File: config.mk
export PLATFORM = sky130hd
export DESIGN_NAME = autorange_peak_to_peak_meter
export DESIGN_NICKNAME = d
export VERILOG_FILES = /design/src/rtl/apm_pkg.sv /design/src/rtl/autorange_peak_to_peak_meter.sv /design/src/rtl/apm_lane.sv /design/src/rtl/apm_merge.sv
export SDC_FILE = /design/constraint.sdc
export NUM_CORES = 1
export LEC_CHECK = 0
export BUFFER_PORTS_ARGS = -buffer_cell sky130_fd_sc_hd__buf_2
export CORE_ASPECT_RATIO = 0.8
export CORE_MARGIN = 2
export CORE_UTILIZATION = 50
export CTS_CLUSTER_SIZE = 24
export DETAILED_ROUTE_END_ITERATION = 16
export HOLD_SLACK_MARGIN = 0.1
export PLACE_DENSITY = 0.69
export SLEW_MARGIN = 40
export SYNTH_ARGS = -nofsm -noshare
export SYNTH_HDL_FRONTEND = slang
export SYNTH_SLANG_ARGS = --single-unit
File: constraint.sdc
create_clock -name i_clk -period 3.45 [get_ports i_clk]
set_input_delay 0.69 -clock i_clk [delete_from_list [all_inputs] [get_ports i_clk]]
set_output_delay 0.69 -clock i_clk [all_outputs]
set_load 0.01 [all_outputs]
File: src/rtl/apm_pkg.sv
`default_nettype none
package apm_pkg;

    // Sample width; the peak-to-peak, payload and config data widths follow from it.
    localparam int SAMPLE_BITS = 10;
    localparam int RANGE_BITS  = 3;
    localparam int PP_BITS     = SAMPLE_BITS + 1;

    // Stream widths; the tdata payloads are padded to whole bytes.
    localparam int IN_DATA_W   = ((2 * SAMPLE_BITS + 7) / 8) * 8;
    localparam int IN_USER_W   = 2;
    localparam int REPORT_W    = PP_BITS + RANGE_BITS + 1;
    localparam int OUT_DATA_W  = ((2 * REPORT_W + 7) / 8) * 8;

    // Config port.
    localparam int CFG_INDEX_W = 2;
    localparam int CFG_DATA_W  = (SAMPLE_BITS > RANGE_BITS) ? SAMPLE_BITS : RANGE_BITS;

    localparam logic [SAMPLE_BITS-1:0] FULL_SCALE = {SAMPLE_BITS{1'b1}};

    // Reset values of the configuration registers.
    localparam logic [RANGE_BITS-1:0]  HV_TOP_RESET = RANGE_BITS'(2);
    localparam logic [RANGE_BITS-1:0]  FB_TOP_RESET = RANGE_BITS'(4);
    localparam logic [SAMPLE_BITS-1:0] SAT_RESET    = SAMPLE_BITS'(820);

    // Item kinds (tuser).
    localparam logic [1:0] MODE_BEGIN  = 2'd0;
    localparam logic [1:0] MODE_SAMPLE = 2'd1;
    localparam logic [1:0] MODE_WEND   = 2'd2;
    localparam logic [1:0] MODE_END    = 2'd3;

    // Config register indexes.
    localparam logic [CFG_INDEX_W-1:0] CFG_HV_TOP = 2'd0;
    localparam logic [CFG_INDEX_W-1:0] CFG_FB_TOP = 2'd1;
    localparam logic [CFG_INDEX_W-1:0] CFG_SAT    = 2'd2;

    typedef struct packed {
        logic                  valid;
        logic [RANGE_BITS-1:0] range;
        logic signed [PP_BITS-1:0] pp;
    } t_report;

endpackage
`default_nettype wire

File: src/rtl/autorange_peak_to_peak_meter.sv
`default_nettype none
// Two-channel autoranging peak-to-peak meter.
//
// Input stream (s_axis): tuser carries the item kind (begin, sample pair,
// window end, end); tdata carries the hv and fb ADC readings. Each channel
// is a lane of its own; the hv lane's saturation flag gates the fb lane in
// the same cycle, and a merge stage packs both reports into one result.
// Output stream (m_axis): one result per window-end item, peak-to-peak,
// range index and valid flag for each channel.
// Config port: index 0 hv top range, 1 fb top range, 2 saturation level;
// always ready, writes to index 3 are dropped.
// Throughput: one item per cycle while s_axis_tready is high. Each window-end
// result is registered in the output register, or in the skid stage if that is full.
// A stalled receiver fills the output register and then a one-entry skid
// stage; s_axis_tready drops only when both hold a result.
// Reset (synchronous, active low) clears indices, peaks, stuck flags and
// both output stages, and loads the config registers with 2, 4 and 820.
module autorange_peak_to_peak_meter (
    input  wire                                  i_clk,
    input  wire                                  i_rst_n,
    // tdata: hv_sample, fb_sample, zero pad
    input  wire  [apm_pkg::IN_DATA_W-1:0]        s_axis_tdata,
    // tuser: mode
    input  wire  [apm_pkg::IN_USER_W-1:0]        s_axis_tuser,
    input  wire                                  s_axis_tvalid,
    output logic                                 s_axis_tready,
    // tdata: hv_peak_to_peak, hv_range, hv_valid,
    //        fb_peak_to_peak, fb_range, fb_valid, zero pad
    output logic [apm_pkg::OUT_DATA_W-1:0]       m_axis_tdata,
    output logic                                 m_axis_tvalid,
    input  wire                                  m_axis_tready,
    input  wire                                  i_cfg_valid,
    output logic                                 o_cfg_ready,
    input  wire  [apm_pkg::CFG_INDEX_W-1:0]      i_cfg_index,
    input  wire  [apm_pkg::CFG_DATA_W-1:0]       i_cfg_data
);

    localparam int SB = apm_pkg::SAMPLE_BITS;

    logic [apm_pkg::RANGE_BITS-1:0] r_hv_top;
    logic [apm_pkg::RANGE_BITS-1:0] r_fb_top;
    logic [SB-1:0]                  r_sat;

    logic                 w_accept;
    logic [1:0]           w_mode;
    logic [SB-1:0]        w_hv_sample;
    logic [SB-1:0]        w_fb_sample;
    logic                 w_hv_skip;
    logic                 w_fb_skip;
    apm_pkg::t_report     w_hv_report;
    apm_pkg::t_report     w_fb_report;
    logic                 w_push;

    assign w_mode      = s_axis_tuser[1:0];
    assign w_hv_sample = s_axis_tdata[SB-1:0];
    assign w_fb_sample = s_axis_tdata[2*SB-1:SB];
    assign w_accept    = s_axis_tvalid && s_axis_tready;
    assign w_push      = w_accept && (w_mode == apm_pkg::MODE_WEND);

    // Config registers.
    assign o_cfg_ready = 1'b1;

    always_ff @(posedge i_clk) begin
        if (!i_rst_n) begin
            r_hv_top <= apm_pkg::HV_TOP_RESET;
            r_fb_top <= apm_pkg::FB_TOP_RESET;
            r_sat    <= apm_pkg::SAT_RESET;
        end else if (i_cfg_valid) begin
            unique case (i_cfg_index)
                apm_pkg::CFG_HV_TOP: r_hv_top <= i_cfg_data[apm_pkg::RANGE_BITS-1:0];
                apm_pkg::CFG_FB_TOP: r_fb_top <= i_cfg_data[apm_pkg::RANGE_BITS-1:0];
                apm_pkg::CFG_SAT:    r_sat    <= i_cfg_data[SB-1:0];
                default: begin
                    r_sat <= r_sat;
                end
            endcase
        end
    end

    // hv lane goes first; its saturation skips the fb reading.
    apm_lane u_hv_lane (
        .i_clk       (i_clk),
        .i_rst_n     (i_rst_n),
        .i_accept    (w_accept),
        .i_mode      (w_mode),
        .i_sample    (w_hv_sample),
        .i_enable    (1'b1),
        .i_top_range (r_hv_top),
        .i_sat_level (r_sat),
        .o_skip      (w_hv_skip),
        .o_report    (w_hv_report)
    );

    apm_lane u_fb_lane (
        .i_clk       (i_clk),
        .i_rst_n     (i_rst_n),
        .i_accept    (w_accept),
        .i_mode      (w_mode),
        .i_sample    (w_fb_sample),
        .i_enable    (!w_hv_skip),
        .i_top_range (r_fb_top),
        .i_sat_level (r_sat),
        .o_skip      (w_fb_skip),
        .o_report    (w_fb_report)
    );

    apm_merge u_merge (
        .i_clk   (i_clk),
        .i_rst_n (i_rst_n),
        .i_push  (w_push),
        .i_hv    (w_hv_report),
        .i_fb    (w_fb_report),
        .o_ready (s_axis_tready),
        .o_valid (m_axis_tvalid),
        .i_taken (m_axis_tready),
        .o_data  (m_axis_tdata)
    );

`ifndef SYNTHESIS
    a_one_skip: assert property (@(posedge i_clk) disable iff (!i_rst_n)
        !(w_hv_skip && w_fb_skip))
        else $error("both lanes saturated on one sample");
`endif

endmodule
`default_nettype wire

File: src/rtl/apm_lane.sv
`default_nettype none
// One measurement channel: range index, window peaks, stuck flag.
module apm_lane (
    input  wire                                 i_clk,
    input  wire                                 i_rst_n,
    input  wire                                 i_accept,
    input  wire  [1:0]                          i_mode,
    input  wire  [apm_pkg::SAMPLE_BITS-1:0]     i_sample,
    input  wire                                 i_enable,   // low: reading skipped
    input  wire  [apm_pkg::RANGE_BITS-1:0]      i_top_range,
    input  wire  [apm_pkg::SAMPLE_BITS-1:0]     i_sat_level,
    output logic                                o_skip,     // saturated this item
    output apm_pkg::t_report                    o_report
);

    logic [apm_pkg::RANGE_BITS-1:0]  r_index, n_index;
    logic [apm_pkg::RANGE_BITS-1:0]  r_saved, n_saved;
    logic [apm_pkg::SAMPLE_BITS-1:0] r_high, n_high;
    logic [apm_pkg::SAMPLE_BITS-1:0] r_low, n_low;
    logic                            r_stuck, n_stuck;
    logic                            w_live;
    logic                            w_sat;

    assign w_live = (i_mode == apm_pkg::MODE_SAMPLE) && i_enable && !r_stuck;
    assign w_sat  = i_sample > i_sat_level;
    assign o_skip = w_live && w_sat;

    always_comb begin
        n_index = r_index;
        n_saved = r_saved;
        n_high  = r_high;
        n_low   = r_low;
        n_stuck = r_stuck;
        if (i_accept) begin
            unique case (i_mode)
                apm_pkg::MODE_BEGIN: begin
                    n_saved = r_index;
                    n_index = i_top_range;
                    n_high  = '0;
                    n_low   = apm_pkg::FULL_SCALE;
                    n_stuck = 1'b0;
                end
                apm_pkg::MODE_SAMPLE: begin
                    if (w_live) begin
                        if (w_sat) begin
                            if (r_index != '0) begin
                                n_index = r_index - apm_pkg::RANGE_BITS'(1);
                                n_high  = '0;
                                n_low   = apm_pkg::FULL_SCALE;
                            end else begin
                                n_stuck = 1'b1;
                            end
                        end else begin
                            if (i_sample > r_high) n_high = i_sample;
                            if (i_sample < r_low)  n_low  = i_sample;
                        end
                    end
                end
                apm_pkg::MODE_WEND: begin
                    n_high  = '0;
                    n_low   = apm_pkg::FULL_SCALE;
                    n_stuck = 1'b0;
                end
                apm_pkg::MODE_END: begin
                    n_index = r_saved;
                end
                default: begin
                    n_index = r_index;
                end
            endcase
        end
    end

    always_ff @(posedge i_clk) begin
        if (!i_rst_n) begin
            r_index <= '0;
            r_saved <= '0;
            r_high  <= '0;
            r_low   <= apm_pkg::FULL_SCALE;
            r_stuck <= 1'b0;
        end else begin
            r_index <= n_index;
            r_saved <= n_saved;
            r_high  <= n_high;
            r_low   <= n_low;
            r_stuck <= n_stuck;
        end
    end

    // Report of the current window.
    always_comb begin
        o_report.pp    = $signed({1'b0, r_high}) - $signed({1'b0, r_low});
        o_report.range = r_index;
        o_report.valid = !((r_high == '0) || ((r_low == apm_pkg::FULL_SCALE) && !r_stuck));
    end

`ifndef SYNTHESIS
    a_index_holds: assert property (@(posedge i_clk) disable iff (!i_rst_n)
        !i_accept |=> $stable(r_index) && $stable(r_saved))
        else $error("range index moved without an item");

    a_peaks_ordered: assert property (@(posedge i_clk) disable iff (!i_rst_n)
        (r_high != '0) |-> (r_low <= r_high))
        else $error("window minimum above maximum");

    a_wend_clears: assert property (@(posedge i_clk) disable iff (!i_rst_n)
        (i_accept && (i_mode == apm_pkg::MODE_WEND)) |=>
            (r_high == '0) && (r_low == apm_pkg::FULL_SCALE) && !r_stuck)
        else $error("window end did not clear the window");
`endif

endmodule
`default_nettype wire

File: src/rtl/apm_merge.sv
`default_nettype none
// Joins the two lane reports into one result and holds it in an
// output register backed by a skid stage.
module apm_merge (
    input  wire                                 i_clk,
    input  wire                                 i_rst_n,
    input  wire                                 i_push,
    input  apm_pkg::t_report                    i_hv,
    input  apm_pkg::t_report                    i_fb,
    output logic                                o_ready,
    output logic                                o_valid,
    input  wire                                 i_taken,
    output logic [apm_pkg::OUT_DATA_W-1:0]      o_data
);

    localparam int PAD_W = apm_pkg::OUT_DATA_W - 2 * apm_pkg::REPORT_W;

    logic [apm_pkg::OUT_DATA_W-1:0] w_word;
    logic [apm_pkg::OUT_DATA_W-1:0] r_out_data;
    logic [apm_pkg::OUT_DATA_W-1:0] r_skid_data;
    logic                           r_out_valid;
    logic                           r_skid_valid;
    logic                           w_pop;

    generate
        if (PAD_W > 0) begin : g_pad
            assign w_word = {{PAD_W{1'b0}}, i_fb, i_hv};
        end else begin : g_nopad
            assign w_word = {i_fb, i_hv};
        end
    endgenerate

    assign w_pop   = r_out_valid && i_taken;
    assign o_ready = !r_skid_valid;
    assign o_valid = r_out_valid;
    assign o_data  = r_out_data;

    always_ff @(posedge i_clk) begin
        if (!i_rst_n) begin
            r_out_valid  <= 1'b0;
            r_skid_valid <= 1'b0;
        end else if (r_out_valid && !w_pop) begin
            if (i_push) begin
                r_skid_valid <= 1'b1;
            end
        end else if (r_skid_valid) begin
            r_out_valid  <= 1'b1;
            r_skid_valid <= 1'b0;
        end else begin
            r_out_valid  <= i_push;
        end
    end

    always_ff @(posedge i_clk) begin
        if (r_out_valid && !w_pop) begin
            if (i_push) r_skid_data <= w_word;
        end else if (r_skid_valid) begin
            r_out_data <= r_skid_data;
        end else if (i_push) begin
            r_out_data <= w_word;
        end
    end

`ifndef SYNTHESIS
    a_skid_behind_out: assert property (@(posedge i_clk) disable iff (!i_rst_n)
        r_skid_valid |-> r_out_valid)
        else $error("skid stage full with output register empty");

    a_no_push_when_full: assert property (@(posedge i_clk) disable iff (!i_rst_n)
        (r_skid_valid && !w_pop) |=> r_skid_valid && $stable(r_skid_data))
        else $error("skid stage overwritten");

    a_skid_drains: assert property (@(posedge i_clk) disable iff (!i_rst_n)
        (r_skid_valid && w_pop) |=> r_out_valid && (r_out_data == $past(r_skid_data)))
        else $error("skid item lost");
`endif

endmodule
`default_nettype wire

==> results of run 1 <==
## worst register-to-register path: stages, from the launching register on
cell and delay [ns]:
dfxtp_1 0.41, inv_1 0.10, ha_1 0.29, nor2b_1 0.12
o21ai_0 0.23, a21boi_1 0.14, o31ai_1 0.36, a2111oi_0 0.19
or3_1 0.36, a31o_2 0.26
## metal layers
| layer | GRT usage [%] | part of all wire [%] |
|---|---|---|
| met4 | 5.53 | 0.96 |
| met1 | 34.4 | 53 |
| met5 | 0 | 0 |
| met3 | 4.27 | 5.3 |
| met2 | 32.2 | 41 |
## kinds of logic after synthesis
group / share of synthesized area, %
flops: 42.4
xor+xnor: 0.802
buf+inv: 5.71
other cells: 0.0983
simple gates: 14.8
mux: 8.91
compound gates: 12.5
fa+ha+maj: 14.8
## worst max path at each step
stage / startpoint / end / slack (ns) / depth (start not counted)
after floorplan: s_axis_tuser[0] / u_merge.o_data[0] / 0.73 / 4
after global placement: s_axis_tdata[13] / u_fb_lane.r_low[0] / 0.26 / 9
after detailed placement: s_axis_tdata[5] / u_fb_lane.r_high[7] / 0.42 / 10
after CTS: u_fb_lane.r_low[1] / u_merge.o_data[24] / 0.71 / 9
after global routing: u_fb_lane.r_low[1] / u_merge.o_data[24] / 0.46 / 9
final: u_fb_lane.r_low[1] / u_merge.o_data[24] / 0.74 / 9
## power groups by stage
stage / sequential (mW) / combinational [mW] / clock (mW)
2_1_floorplan: 1.77 / 0.381 / 0
3_3_place_gp: 1.77 / 0.547 / 0
3_5_place_dp: 1.77 / 0.558 / 0
4_1_cts: 1.74 / 0.564 / 1.70
5_1_grt: 1.74 / 0.639 / 1.78
6_report: 1.74 / 0.565 / 1.68
## cell type report
type	count	area [sq um]
clock inverter	8	78.8
clock buffer	24	472
sequential	132	3240
multi-input combinational	566	3970
fill	1296	6170
timing repair buffer	87	490
tap	189	236
inverter	79	297
## cell usage in the layout, fill, tap and decap left out, drive strengths merged, types with 3 or more instances in the layout
cell type | Yosys | final
a2111oi | 4 | 4
a211oi | 5 | 5
a21boi | 5 | 5
a21o | 6 | 6
a21oi | 40 | 40
a221o | 3 | 3
and2 | 5 | 5
and3 | 4 | 4
buf | 9 | 87
clkbuf | 19 | 24
clkinv | 0 | 4
clkinvlp | 0 | 3
conb | 2 | 3
dfxtp | 72 | 72
edfxtp | 60 | 60
ha | 87 | 87
inv | 79 | 79
mux2 | 16 | 16
mux2i | 50 | 50
nand2 | 102 | 102
nand3 | 11 | 11
nand4 | 11 | 11
nor2 | 80 | 80
nor2b | 12 | 12
nor3 | 14 | 14
nor4 | 5 | 5
o211ai | 5 | 5
o21a | 13 | 13
o21ai | 38 | 38
o31a | 5 | 5
o31ai | 3 | 3
or3 | 3 | 3
xnor2 | 4 | 4
xor2 | 3 | 3
## through the flow
step / worst slack, ns / cell area [sq um] / std cells
after floorplan: 0.735 / 7650 / 805
after global placement: 0.259 / 8240 / 1053
after detailed placement: 0.422 / 8240 / 1053
after CTS: 0.708 / 8790 / 1085
after global routing: 0.460 / 8790 / 1085
final: 0.739 / 8790 / 1085
## sequential cells by signal, indices dropped and copies added (netlist names), 10 cells and up
| name | count |
|---|---|
| r_sat | 10 |
| u_hv_lane.r_low | 10 |
| u_hv_lane.r_high | 10 |
| u_merge.o_data | 30 |
| u_merge.r_skid_data | 30 |
| u_fb_lane.r_low | 10 |
| u_fb_lane.r_high | 10 |
==> flow_summary_export.csv, run 1 <==
group,metric,value,unit
status,status,"finished, final reports clean",
setup_path,ff2ff_path_depth,9,
sta,hold_viol,0,
setup_path,cp-start-kind,"flop",
clock_network,clk_pin_slew_worst_paths,0.05,ns
setup_path,r2r-end,"u_merge.o_data[24]",
power,p_clk_share,42.2,%
yosys,synth_top_area_cell,"edfxtp_1",
setup_path,path_buf_inv,1,
layout,layout.nets,1015,
setup_path,crit_required,3.61,ns
worst_hold_path,holdPathEnd,"r_sat[3]",
floorplan,die_w,142,microns
power,internal-power,2.96,mW
worst_hold_path,hp-start,"r_sat[3]",
yosys,synth_top_area_share,23.6,%
yosys,synth_edf_count,60,
power,switching_share,25.6,%
detailed_routing,wirelength,17300,microns
grt,grt_pass1_vias,5350,
sta,clock.fmax,0.369,GHz
floorplan,start_util,51.1,%
power,p_total,3.98,mW
detailed_routing,drt_iter0_drc,494,
grt,grt_first_pass_wirelength,28300,microns
worst_hold_path,hold_path_depth,2,
floorplan,die_h,115,microns
setup_path,crit_path_top_delay_cell,"dfxtp_1",
power,seq_power_share,43.7,%
yosys,synth.ff_latch_count,132,
setup_path,cp-end-kind,"flop",
placement,globalplace.congestion,0.922,
yosys,seq_area_frac_synth,42.4,%
sta,whs,0.455,ns
placement,portBuffers,70,
worst_hold_path,hp-class,"flop to flop",
power,ir_drop,0.000390,V
clock_network,cts_tree,"done",
yosys,syn-instance-count,804,
detailed_routing,wl_per_cell,15.9,microns
layout,utilization,58.7,%
yosys,avgSynthCellArea,9.51,sq um
floorplan,num_rows,40,
clock_network,postCtsHoldBufs,0,
setup_path,r2r-start,"u_fb_lane.r_low[1]",
yosys,synthTopCellsByCount,"102 x nand2_1, 87 x ha_1, 80 x nor2_1",
yosys,ys.flop_type,"dfxtp_1",
yosys,synth.most_common_cell,"nand2_1",
clock_network,htreeDepth,4,
sta,drv_slew,0,
power,switching_power,1.02,mW
yosys,netlist_area,7640,sq um
floorplan,design.core.area,15000,sq um
sta,period_share,78.6,%
power,leakagePower,3.89,nW
detailed_routing,drtAntennaViolNets,0,
yosys,synthTopCellsByArea,"edfxtp_1 24%, dfxtp_1 19%, ha_1 14%",
sta,finalSetupViolCount,0,
sta,skew,0.00549,ns
detailed_routing,drt_first_pass_iters,5,
grt,antenna_found_initial,0,
detailed_routing,vias,5879,
grt,grt_overflow,0,
placement,place_hpwl,13000,microns
setup_path,path_class,"flop to flop",
clock_network,cts_buffer_depth,2,
sta,rsz0062_at_grt,"false",
floorplan,fp.dieArea,16300,sq um
clock_network,cts_resized,0,
sta,tns,0,ns
grt,grt_use_total,22.4,%
grt,grt_max_degree,40,
power,power_density,453,nW/um^2
sta,worst_pin_slew,0.818,ns
clock_network,clk_latency,0.41,ns
setup_path,reg2reg_slack,0.74,ns
setup_path,cp_slowest_stage_delay,0.41,ns
setup_path,cp_max_fo,4,
clock_network,cts_setup_buffers,0,
clock_network,clock-sinks,132,
clock_network,root_buffer,"clkbuf_16",
layout,n_antenna_cell,0,
yosys,synth.distinct_cells,63,
sta,relSlewSlack,45.3,%
clock_network,cts_buffers,17,
detailed_routing,drcViolationCount,0,
power,share_comb_of_total_power,14.2,%
layout,area_delta_synth_final,15.0,%
yosys,yosys_warnings,0,
detailed_routing,vias_per_cell,5.42,
setup_path,cp.arrival,2.88,ns
floorplan,io_pins,78,
sta,min_period,2.71,ns
yosys,async_reset_ff_share,0,%
layout,drive_gt1_share,15.7,%
setup_path,crit_path_cell_trace,"inv_1 -> ha_1 -> nor2b_1 -> o21ai_0 -> a21boi_1 -> o31ai_1 -> a2111oi_0 -> or3_1 -> a31o_2",
setup_path,crit_family,"compound AO/OA/AOI/OAI gates",
job,drv_cap,0,
(Power assumes the default switching activity.)
==> run 2, diff against run 1 <==
--- a/config.mk
+++ b/config.mk
@@ -5,6 +5,7 @@
 export SDC_FILE = /design/constraint.sdc
 export NUM_CORES = 1
 export LEC_CHECK = 0
+export ABC_AREA = 1
 export BUFFER_PORTS_ARGS = -buffer_cell sky130_fd_sc_hd__buf_2
 export CORE_ASPECT_RATIO = 0.8
 export CORE_MARGIN = 2
==> constraint.sdc (replaced) <==
create_clock -name i_clk -period 2.6 [get_ports i_clk]
set_input_delay 0.52 -clock i_clk [delete_from_list [all_inputs] [get_ports i_clk]]
set_output_delay 0.52 -clock i_clk [all_outputs]
set_load 0.01 [all_outputs]
==> run 2 against run 1 <==
Largest power group is now clock. First-iteration DRC count is 11% higher. Maximum frequency is 29% higher. Non-clock buffer count rose by 9. Clock skew decreased by 0.00053 ns. Synthesized cell count is 25% higher. Highest routed layer unchanged.
==> flow_summary_export.csv, run 2 <==
group,metric,value,unit
floorplan,die_h,117,microns
power,seq_power_share,39.5,%
layout,mostFrequentLayoutCells,"241 x nand2_1, 109 x inv_1, 87 x ha_1, 84 x nand3_1, 80 x nor2_1",
detailed_routing,vias,6836,
grt,antenna_found_initial,0,
layout,final-instance-count-excl-fill,1311,
floorplan,fp.dieArea,17100,sq um
setup_path,cp-end-kind,"flop",
sta,fin_ws,0.496,ns
placement,globalplace.congestion,0.888,
yosys,synth_top_area_share,22.4,%
yosys,synthTopCellsByArea,"edfxtp_1 22%, dfxtp_1 18%, ha_1 14%",
grt,grt_max_degree,50,
detailed_routing,drtAntennaViolNets,0,
detailed_routing,drt_first_pass_iters,5,
placement,dp_cells,1279,
layout,drive_gt1_share,14.5,%
sta,hold_viol,0,
power,power_density,656,nW/um^2
grt,grt_first_pass_wirelength,32700,microns
layout,final_common_cell,"nand2_1",
detailed_routing,drt_iter0_drc,549,
clock_network,htreeDepth,4,
setup_path,cp_max_fo,13,
yosys,synth_top_area_cell,"edfxtp_1",
job,drv_cap,0,
yosys,syn-instance-count,1007,
placement,place_hpwl,14600,microns
clock_network,cts_tree,"done",
detailed_routing,drcViolationCount,0,
status,status,"finished, final reports clean",
placement,portBuffers,70,
sta,period_share,80.9,%
sta,clock.fmax,0.475,GHz
yosys,yosys_warnings,0,
clock_network,clock-sinks,132,
floorplan,num_rows,41,
yosys,synth.most_common_cell,"nand2_1",
floorplan,start_util,51.1,%
layout,n_antenna_cell,0,
yosys,ys.flop_type,"dfxtp_1",
power,switching_power,1.86,mW
power,p_clk_share,40.1,%
power,switching_share,30.5,%
clock_network,postCtsHoldBufs,0,
setup_path,crit_path_top_delay_cell,"dfxtp_1",
setup_path,crit_path_cell_trace,"inv_1 -> ha_1 -> nand2_1 -> nor2_2 -> nand4_1 -> nand3b_1 -> nand2_1 -> inv_2 -> nand3_2 -> nand2_1 -> nand3_1",
sta,drv_slew,0,
layout,layout.nets,1215,
grt,grt_use_total,23.7,%
grt,grt_overflow,0,
sta,tns,0,ns
floorplan,design.core.area,15700,sq um
clock_network,cts_setup_buffers,0,
yosys,avgSynthCellArea,7.99,sq um
yosys,synth.distinct_cells,43,
setup_path,cp.arrival,2.42,ns
clock_network,cts_buffer_depth,2,
sta,rsz0062_at_grt,"false",
setup_path,cp-start-kind,"flop",
power,leakagePower,4.41,nW
detailed_routing,vias_per_cell,5.21,
placement,place_ws,0.219,ns
setup_path,cp_slowest_stage_delay,0.30,ns
yosys,synth_edf_count,60,
setup_path,crit_required,2.91,ns
layout,area_delta_synth_final,15.5,%
clock_network,cts_buffers,17,
sta,min_period,2.10,ns
sta,skew,0.00495,ns
yosys,netlist_area,8050,sq um
power,share_comb_of_total_power,20.3,%
floorplan,die_w,146,microns
clock_network,root_buffer,"clkbuf_16",
clock_network,cts_resized,0,
worst_hold_path,hp-class,"primary input to flop",
yosys,seq_area_frac_synth,40.3,%
yosys,synthTopCellsByCount,"241 x nand2_1, 109 x inv_1, 87 x ha_1",
yosys,async_reset_ff_share,0,%
setup_path,path_class,"flop to flop",
detailed_routing,wirelength,19300,microns
clock_network,clk_latency,0.43,ns
sta,whs,0.305,ns
sta,finalSetupViolCount,0,
yosys,synth.ff_latch_count,132,
clock_network,clk_pin_slew_worst_paths,0.06,ns
setup_path,crit_path_frequent_cell,"nand2_1",
power,ir_drop,0.000518,V
floorplan,io_pins,78,
power,internal-power,4.24,mW
detailed_routing,wl_per_cell,14.7,microns
grt,grt_pass1_vias,6453,
layout,utilization,59.0,%
## run 2: changes by cell type after synthesis, sizes merged, moves of 7 or more
| cell | delta |
|---|---|
| nand2 | +145 |
| nor3 | -10 |
| o21ai | +7 |
| buf | +15 |
| mux2i | -50 |
| nand4 | +22 |
| a21oi | +33 |
| mux2 | -16 |
| nand3 | +80 |
| nor2 | +7 |
| nor2b | -12 |
| o21a | -10 |
| inv | +36 |
## run 2: kinds of logic after synthesis
| kind of cell | after synthesis | share of synthesized area (%) |
|---|---|---|
| adders and majority gates | 89 | 14.0 |
| buffers and inverters | 155 | 7.82 |
| AOI/OAI and AO/OA | 146 | 10.4 |
| xor gates and xnor gates | 16 | 1.74 |
| and+or+nand+nor | 467 | 25.7 |
| DFF | 132 | 40.3 |
| other | 2 | 0.0933 |
## run 2: worst paths after layout
kind	from	to	slack (ns)	cells past startpoint
worst max-delay path	r_sat[9]	u_fb_lane.r_low[2]	0.50	11
worst min-delay path	i_cfg_data[9]	r_sat[9]	0.31	3
worst max register to register	r_sat[9]	u_fb_lane.r_low[2]	0.50	11
worst min register to register	u_fb_lane.r_saved[1]	u_fb_lane.r_saved[1]	0.45	2
## run 2: power groups by stage
stage | Clock, mW | Sequential [mW] | Combinational, mW
2_1_floorplan | 0 | 2.44 | 0.875
3_3_place_gp | 0 | 2.45 | 1.20
3_5_place_dp | 0 | 2.45 | 1.22
4_1_cts | 2.48 | 2.41 | 1.23
5_1_grt | 2.57 | 2.42 | 1.43
6_report | 2.44 | 2.41 | 1.24
## run 2: area by class of cell
cell class / count / area, sq um
Tap cell: 215 / 269
Multi-Input combinational cell: 721 / 4180
Inverter: 115 / 432
Sequential cell: 132 / 3240
Clock buffer: 17 / 425
Clock inverter: 15 / 171
Fill cell: 1425 / 6450
Timing Repair Buffer: 96 / 571
## run 2: per-layer routing
metal | track usage [%] | vias to the layer above | share of wire (%)
met2 | 35.8 | 203 | 42
met5 | 0 | - | 0
met1 | 34.8 | 3078 | 50
li1 | - | 3535 | -
met4 | 5.02 | 0 | 1.1
met3 | 5.50 | 20 | 6.4
## run 2: through the flow
stage                     instance area (sq um)  power, mW
after floorplan                            8050       3.32
after global placement                     8700       3.64
after detailed placement                   8700       3.67
after CTS                                  9300       6.12
after global routing                       9300       6.42
final                                      9300       6.09
## run 2: worst max-delay path: cells and delay by family, from the launching register on
kind / cells / cell delay [ns]
fa+ha+maj: 1 / 0.30
buf+inv: 2 / 0.29
flops: 1 / 0.30
simple gates: 8 / 1.08
